**src/sv/cpa_pkg.sv**
```systemverilog
`timescale 1ns / 1ps

package cpa_pkg;

    localparam int unsigned ADDR_W  = 56;
    localparam int unsigned COUNT_W = 11;
    localparam int unsigned STAT_W  = 2;

    localparam logic [1:0] FLAGS_EMPTY   = 2'b00;
    localparam logic [1:0] FLAGS_TAKEN   = 2'b01;
    localparam logic [1:0] FLAGS_RUN_END = 2'b11;

    localparam int unsigned FLAG_TAKEN_BIT = 0;
    localparam int unsigned FLAG_LAST_BIT  = 1;

    localparam logic REQ_ALLOC = 1'b0;
    localparam logic REQ_FREE  = 1'b1;

    localparam logic [STAT_W-1:0] ST_OK      = 2'd0;
    localparam logic [STAT_W-1:0] ST_NOSPACE = 2'd1;
    localparam logic [STAT_W-1:0] ST_BADFREE = 2'd2;

    typedef enum logic [2:0] {
        S_CLEAR,
        S_IDLE,
        S_SCAN,
        S_MARK,
        S_FCHK,
        S_WALK,
        S_DONE
    } t_state;

endpackage

```
**src/sv/contiguous_page_allocator_core.sv**
```systemverilog
`timescale 1ns / 1ps

// First-fit contiguous page allocator. Page descriptors (taken, last-of-run) live in one
// memory with one read and one write per cycle, and each allocate scan and each free walk
// goes through it one page per cycle. After reset the block clears every descriptor with
// o_in_ready low; configuration writes are taken during that time. An allocate scans from
// page 0 for the first free run of page_count pages and then marks it, or scans the whole
// pool when no run fits; an out-of-range count skips the scan. A free clears pages from
// the freed page up to the last page of its run, stopping at a page that is not taken.
// One item is worked on at a time; the next item is taken while a result still waits in
// the output register.
module contiguous_page_allocator_core
    import cpa_pkg::*;
#(
    parameter int unsigned POOL_PAGES = 1024,
    parameter int unsigned PAGE_SHIFT = 12
) (
    input  logic                i_clk,
    input  logic                i_rst_n,

    input  logic                i_cfg_valid,
    output logic                o_cfg_ready,
    input  logic [ADDR_W-1:0]   i_cfg_alloc_base,

    input  logic                i_in_valid,
    output logic                o_in_ready,
    input  logic                i_req_type,
    input  logic [COUNT_W-1:0]  i_page_count,
    input  logic [ADDR_W-1:0]   i_free_addr,

    output logic                o_out_valid,
    input  logic                i_out_ready,
    output logic [STAT_W-1:0]   o_status,
    output logic [ADDR_W-1:0]   o_run_addr
);

    localparam int unsigned IW = (POOL_PAGES > 1) ? $clog2(POOL_PAGES) : 1;
    localparam int unsigned CW = $clog2(POOL_PAGES + 1);
    localparam logic [IW-1:0] LAST_IDX = IW'(POOL_PAGES - 1);
    localparam logic [CW-1:0] END_PTR  = CW'(POOL_PAGES);

    t_state r_state, n_state;

    logic [1:0]        r_mem [POOL_PAGES];
    logic [1:0]        r_rdata;
    logic              mem_we;
    logic [IW-1:0]     mem_wa;
    logic [1:0]        mem_wd;
    logic              mem_re;
    logic [IW-1:0]     mem_ra;

    logic [ADDR_W-1:0] r_alloc_base;
    logic [CW-1:0]     r_rd_ptr,  n_rd_ptr;
    logic              r_dv,      n_dv;
    logic [IW-1:0]     r_chk_idx, n_chk_idx;
    logic [CW-1:0]     r_run,     n_run;
    logic [CW-1:0]     r_count,   n_count;
    logic [IW-1:0]     r_wr_ptr,  n_wr_ptr;
    logic [IW-1:0]     r_end,     n_end;
    logic [IW-1:0]     r_start,   n_start;
    logic [ADDR_W-1:0] r_diff,    n_diff;
    logic [STAT_W-1:0] r_res_status, n_res_status;
    logic [ADDR_W-1:0] r_res_addr,   n_res_addr;

    logic              r_out_valid;
    logic [STAT_W-1:0] r_status;
    logic [ADDR_W-1:0] r_run_addr;

    logic              in_acc;
    logic              count_bad;
    logic              issue;
    logic              chk_taken;
    logic              chk_last;
    logic              chk_at_end;
    logic [CW-1:0]     run_next;
    logic              found;
    logic [IW-1:0]     start_calc;
    logic              out_free;

    assign o_cfg_ready = 1'b1;
    assign o_in_ready  = (r_state == S_IDLE);
    assign in_acc      = i_in_valid && o_in_ready;
    assign out_free    = !r_out_valid || i_out_ready;

    assign o_out_valid = r_out_valid;
    assign o_status    = r_status;
    assign o_run_addr  = r_run_addr;

    assign count_bad  = (i_page_count == '0) ||
                        ({21'd0, i_page_count} > 32'(POOL_PAGES));
    assign issue      = (r_rd_ptr != END_PTR);
    assign chk_taken  = r_rdata[FLAG_TAKEN_BIT];
    assign chk_last   = r_rdata[FLAG_LAST_BIT];
    assign chk_at_end = (r_chk_idx == LAST_IDX);
    assign run_next   = chk_taken ? '0 : (r_run + 1'b1);
    assign found      = r_dv && !chk_taken && (run_next == r_count);
    assign start_calc = IW'(CW'(r_chk_idx) + 1'b1 - r_count);

    // descriptor memory
    always_ff @(posedge i_clk) begin
        if (mem_we) begin
            r_mem[mem_wa] <= mem_wd;
        end
        if (mem_re) begin
            r_rdata <= r_mem[mem_ra];
        end
    end

    always_comb begin
        n_state = r_state;
        unique case (r_state)
            S_CLEAR: begin
                if (r_wr_ptr == LAST_IDX) n_state = S_IDLE;
            end
            S_IDLE: begin
                if (in_acc) begin
                    if (i_req_type == REQ_FREE) n_state = S_FCHK;
                    else if (count_bad)         n_state = S_DONE;
                    else                        n_state = S_SCAN;
                end
            end
            S_SCAN: begin
                if (found)                    n_state = S_MARK;
                else if (r_dv && chk_at_end)  n_state = S_DONE;
            end
            S_MARK: begin
                if (r_wr_ptr == r_end) n_state = S_DONE;
            end
            S_FCHK: begin
                if (r_diff >= ADDR_W'(POOL_PAGES)) n_state = S_DONE;
                else                               n_state = S_WALK;
            end
            S_WALK: begin
                if (r_dv && (!chk_taken || chk_last || chk_at_end)) n_state = S_DONE;
            end
            S_DONE: begin
                if (out_free) n_state = S_IDLE;
            end
            default: n_state = S_IDLE;
        endcase
    end

    always_comb begin
        n_rd_ptr     = r_rd_ptr;
        n_dv         = 1'b0;
        n_chk_idx    = r_chk_idx;
        n_run        = r_run;
        n_count      = r_count;
        n_wr_ptr     = r_wr_ptr;
        n_end        = r_end;
        n_start      = r_start;
        n_diff       = r_diff;
        n_res_status = r_res_status;
        n_res_addr   = r_res_addr;
        mem_we       = 1'b0;
        mem_wa       = r_wr_ptr;
        mem_wd       = FLAGS_EMPTY;
        mem_re       = 1'b0;
        mem_ra       = r_rd_ptr[IW-1:0];
        unique case (r_state)
            S_CLEAR: begin
                mem_we   = 1'b1;
                n_wr_ptr = r_wr_ptr + 1'b1;
            end
            S_IDLE: begin
                if (in_acc) begin
                    n_count      = CW'(i_page_count);
                    n_run        = '0;
                    n_rd_ptr     = '0;
                    n_diff       = (i_free_addr - r_alloc_base) >> PAGE_SHIFT;
                    n_res_status = ST_NOSPACE;
                    n_res_addr   = '0;
                end
            end
            S_SCAN: begin
                mem_re    = issue;
                n_dv      = issue;
                n_chk_idx = r_rd_ptr[IW-1:0];
                if (issue) n_rd_ptr = r_rd_ptr + 1'b1;
                if (r_dv) begin
                    n_run = run_next;
                    if (found) begin
                        n_start  = start_calc;
                        n_wr_ptr = start_calc;
                        n_end    = r_chk_idx;
                    end
                end
            end
            S_MARK: begin
                mem_we   = 1'b1;
                mem_wd   = (r_wr_ptr == r_end) ? FLAGS_RUN_END : FLAGS_TAKEN;
                n_wr_ptr = r_wr_ptr + 1'b1;
                if (r_wr_ptr == r_end) begin
                    n_res_status = ST_OK;
                    n_res_addr   = r_alloc_base + (ADDR_W'(r_start) << PAGE_SHIFT);
                end
            end
            S_FCHK: begin
                n_rd_ptr     = CW'(r_diff[IW-1:0]);
                n_res_status = ST_BADFREE;
                n_res_addr   = '0;
            end
            S_WALK: begin
                mem_re    = issue;
                n_dv      = issue;
                n_chk_idx = r_rd_ptr[IW-1:0];
                if (issue) n_rd_ptr = r_rd_ptr + 1'b1;
                if (r_dv && chk_taken) begin
                    mem_we = 1'b1;
                    mem_wa = r_chk_idx;
                    mem_wd = FLAGS_EMPTY;
                    if (chk_last) n_res_status = ST_OK;
                end
            end
            S_DONE: begin
            end
            default: begin
            end
        endcase
    end

    always_ff @(posedge i_clk) begin
        if (!i_rst_n) begin
            r_state      <= S_CLEAR;
            r_alloc_base <= '0;
            r_rd_ptr     <= '0;
            r_dv         <= 1'b0;
            r_run        <= '0;
            r_count      <= '0;
            r_wr_ptr     <= '0;
            r_out_valid  <= 1'b0;
        end else begin
            r_state  <= n_state;
            r_rd_ptr <= n_rd_ptr;
            r_dv     <= n_dv;
            r_run    <= n_run;
            r_count  <= n_count;
            r_wr_ptr <= n_wr_ptr;
            if (i_cfg_valid) begin
                r_alloc_base <= i_cfg_alloc_base;
            end
            if (r_state == S_DONE && out_free) begin
                r_out_valid <= 1'b1;
            end else if (i_out_ready) begin
                r_out_valid <= 1'b0;
            end
        end
    end

    always_ff @(posedge i_clk) begin
        r_chk_idx    <= n_chk_idx;
        r_end        <= n_end;
        r_start      <= n_start;
        r_diff       <= n_diff;
        r_res_status <= n_res_status;
        r_res_addr   <= n_res_addr;
        if (r_state == S_DONE && out_free) begin
            r_status   <= r_res_status;
            r_run_addr <= r_res_addr;
        end
    end

endmodule

```
**config.mk**
```make
export PLATFORM = sky130hd
export DESIGN_NAME = contiguous_page_allocator_core
export DESIGN_NICKNAME = d
export VERILOG_FILES = /design/src/sv/cpa_pkg.sv /design/src/sv/contiguous_page_allocator_core.sv
export SDC_FILE = /design/constraint.sdc
export NUM_CORES = 2
export LEC_CHECK = 0
export BUFFER_PORTS_ARGS = -buffer_cell sky130_fd_sc_hd__buf_2
export CAP_MARGIN = 30
export CORE_MARGIN = 5
export CORE_UTILIZATION = 47
export CTS_CLUSTER_DIAMETER = 30
export DETAILED_ROUTE_END_ITERATION = 8
export PLACE_DENSITY = 0.61
export SLEW_MARGIN = 20
export SYNTH_ARGS = -nofsm -noshare
export SYNTH_HDL_FRONTEND = slang
export SYNTH_SLANG_ARGS = --single-unit
export TNS_END_PERCENT = 10
```
**constraint.sdc**
```tcl
create_clock -name i_clk -period 41.4 [get_ports i_clk]
set_input_delay 6.21 -clock i_clk [delete_from_list [all_inputs] [get_ports i_clk]]
set_output_delay 6.21 -clock i_clk [all_outputs]
set_load 0.02 [all_outputs]
```
==> Implementation_results.wiki <==
{| class="wikitable"
! Metric !! Value
|-
| Total of max-cap violations || 0
|-
| Commonest cells after routing, fill and taps aside || edfxtp_1, nor2_1, clkbuf_16
|-
| Crit path cell chain || buf_2, ha_1, nand4_1, nor4_1, nand3_1, a31oi_1, nor3_1, o31ai_1, a21oi_1, o21bai_1, xor2_1
|-
| Reg-to-reg critical path endpoint || r_rdata[1]
|-
| Maximum level of the CTS H-tree || 5
|-
| CP max stage cell || a31oi_1
|-
| Number of unique standard cell types used by synthesis || 83
|-
| Effective utilization at floorplan || 0.471
|-
| Average instance area after synthesis || 15.3 sq um
|-
| Post-synth EDFFs || 2240
|-
| Vertical die dimension || 471 microns
|-
| Worst Hold Class || register to register
|-
| Worst slew slack as a fraction of its limit || 0.173
|-
| CP peak stage delay || 0.69 ns
|-
| Number of I/O port buffers || 188
|-
| Achievable clock frequency || 112 MHz
|-
| Post-synthesis cell area || 0.0998 sq mm
|-
| Crit path arrival time || 9.62 ns
|-
| Critical path launch point type || input port
|-
| Prevailing post-synth register cell || edfxtp_1
|-
| Number of search-and-repair iterations in the first detailed-routing pass || 7
|-
| CORE AREA || 0.212 sq mm
|-
| Worst hold margin || 0.407 ns
|-
| Worst Max-Slew Pin Slew || 1.24 ns
|-
| Number of nets with antenna violations after detailed routing || 0
|-
| Num ports || 190
|-
| Total wire length after detailed routing || 296 mm
|-
| Clock transition at the registers of the reported paths || 0.05 ns
|-
| Crit Reg-Reg Startpoint || r_rd_ptr[1]
|-
| Worst Clk Skew || 0.0761 ns
|-
| Global-route wire length before repair || 424 mm
|-
| Seq/Total Area, Yosys || 0.695
|-
| Register-to-register path setup slack || 35.50 ns
|-
| Worst setup EP type || register
|-
| Overall die area || 0.222 sq mm
|-
| Post-route fraction of the period consumed by the critical path || 0.216
|-
| Per-cell routed wire length || 29.3 microns
|-
| Num Clock Sinks || 2344
|-
| Ys async rst share || 0
|-
| Count of final hold-check violations || 0
|-
| CP max FO || 6
|-
| Mapped Cells || 6512
|-
| Multiplexer share of the synthesized area || 0.131
|-
| Initial antenna violation count || 15
|-
| Setup TNS || 0 ns
|-
| Start point of the worst min-delay path || r_res_addr[35]
|-
| Share of the synthesized area in compound gates (AO/OA/AOI/OAI) || 0.0473
|-
| Final weighted congestion in routability-driven placement || 0.930
|-
| Nets in the synthesized netlist || 6728
|-
| Worst Hold Endpoint || o_run_addr[35]
|-
| Number of slew-limit violations in the final report || 0
|-
| Vias in the first global route || 61500
|-
| Drt drc || 0
|-
| Minimum period implied by the final worst setup slack || 8.93 ns
|-
| Synthesized-area fraction occupied by adder cells || 0.0111
|-
| Vias per cell || 6.11
|-
| PnR worst setup slack || 32.47 ns
|-
| Clock tree from TritonCTS || yes
|-
| Worst setup timing slack at the placement stage || 31.62 ns
|-
| Synth area leaders || edfxtp_1, mux4_2, nor2_1
|-
| Setup repair after global routing missed its margin || false
|-
| Total global routing overflow || 0
|-
| CTS buffer count || 468
|-
| Clock latency reported for the late side of the worst-skew pair || 1.01 ns
|-
| Die width || 471 microns
|-
| Global routing usage summed across all routing layers || 0.261
|-
| Iter 0 DRT Violations || 7729
|-
| Worst reg2reg path depth || 11
|-
| Ratio of total power to cell area || 61.5 mW/mm^2
|-
| Commonest non-fill, non-tap cell in the layout || edfxtp_1
|-
| Synth top area share || 0.674
|-
| Required time at the worst-slack endpoint || 42.10 ns
|-
| Cell taking the most area after synthesis || edfxtp_1
|-
| Number of instances on the worst hold path || 0
|-
| Share of post-route cells with drive strength above 1 || 0.224
|-
| Final setup violation count || 0
|-
| Layout overhead on the synthesized area || 20.0%
|-
| Number of nets in the final layout || 7094
|-
| Status || finished clean
|-
| Standard-cell row count || 169
|-
| Post-CTS setup buffers || 0
|-
| Placement Cell Area || 0.104 sq mm
|-
| Number of vias in the routed layout || 61700
|-
| Largest family of logic cells by synthesized area || multiplexers
|-
| Cell leakage power || 34.3 nW
|-
| Total half-perimeter wirelength after legalization and detailed placement || 170 mm
|-
| Max clock buf depth || 4
|-
| Hold-fix buffers, CTS || 0
|-
| Fraction of synthesized cell area in xor and xnor cells || 0.00742
|-
| Kind of critical path || input port to register
|-
| Number of synthesis warnings || 0
|-
| Final design instance area without fill || 0.120 sq mm
|-
| Largest net degree at the start of global routing || 236
|-
| Fraction of the mapped netlist area in simple logic gates || 0.0793
|-
| Register bit count reported by yosys || 2344
|-
| Post-cts repair resize count || 0
|-
| Peak VDD IR || 43.1 uV
|-
| Clock root cell || clkbuf_16
|}
-- cells by family (layout without fill, tap and decap cells) --
kind of cell,count (synthesis),after routing
other,1,8
DFF,2344,2344
xor gates and xnor gates,83,83
adders and majority gates,87,87
buffers and inverters,573,1330
and+or+nand+nor,1907,1907
muxes,803,803
AOI/OAI and AO/OA,714,714
-- sequential cells by signal, indices dropped and copies added, names as in the netlist --
| name | cells |
|---|---|
| r_dv | 1 |
| r_run | 11 |
| r_end | 10 |
| r_mem | 2048 |
| r_res_addr | 56 |
| r_chk_idx | 10 |
| r_wr_ptr | 10 |
| o_out_valid | 1 |
| r_state | 3 |
| o_run_addr | 56 |
| r_rd_ptr | 11 |
| r_count | 11 |
| r_res_status | 2 |
| r_alloc_base | 56 |
| o_status | 2 |
| r_start | 10 |
| r_diff | 44 |
| r_rdata | 2 |
-- cell type report --
cell class / instances / area, sq um
antenna: 7 / 17.5
sequential: 2344 / 69400
inverter: 109 / 423
fill: 16400 / 91900
timing repair buffer: 360 / 2710
clock buffer: 532 / 12100
clock inverter: 329 / 3700
tap: 2821 / 3530
multi-input combinational: 3595 / 27900
-- worst max-delay path, delay by kind of cell --
kind	cells	cell delay, ns
compound gates	4	1.60
xor+xnor	1	0.08
fa+ha+maj	1	0.38
buf+inv	1	0.10
simple gates	4	1.23
-- worst max path at each step --
| stage | depth (start not counted) | slack, ns | startpoint | to |
|---|---|---|---|---|
| after detailed placement | 11 | 31.62 | i_free_addr[25] | r_diff[42] |
| after CTS | 11 | 32.62 | i_free_addr[25] | r_diff[42] |
| after floorplan | 6 | 11.87 | r_state[0] | r_mem[0][1] |
| after global routing | 11 | 32.38 | i_free_addr[25] | r_diff[42] |
| after global placement | 10 | 31.70 | i_free_addr[25] | r_diff[43] |
| final | 11 | 32.47 | i_free_addr[25] | r_diff[42] |
-- metrics by stage --
stage	util	std cells	power (mW)
floorplan	-	6512	3.36
global placement	0.488	9193	3.64
detailed placement	0.490	9221	3.66
CTS	0.565	10100	7.39
global route	0.566	10100	7.57
finish	0.566	10100	7.36
-- routing by layer --
| metal | track usage | part of all wire |
|---|---|---|
| met1 | 0.357 | 0.39 |
| met2 | 0.408 | 0.47 |
| met3 | 0.0629 | 0.10 |
| met4 | 0.100 | 0.038 |
| met5 | 0 | 0.000030 |
-- power by group --
part | switching (mW) | internal [mW] | total, mW
logic | 0.617 | 0.320 | 0.936
clock network | 1.23 | 2.51 | 3.74
registers | 0.0437 | 2.65 | 2.69
-- Yosys cell counts (36+ instances only) --
| master | count |
|---|---|
| a21oi_1 | 181 |
| a221oi_1 | 75 |
| a22oi_1 | 48 |
| buf_1 | 36 |
| buf_2 | 63 |
| buf_6 | 41 |
| clkbuf_1 | 289 |
| dfxtp_1 | 104 |
| edfxtp_1 | 2240 |
| ha_1 | 85 |
| inv_1 | 104 |
| mux2i_1 | 377 |
| mux4_2 | 396 |
| nand2_1 | 318 |
| nand3_1 | 89 |
| nor2_1 | 1232 |
| nor3_1 | 66 |
| o21ai_0 | 154 |
| xnor2_1 | 49 |
(Power assumes the default switching activity.)
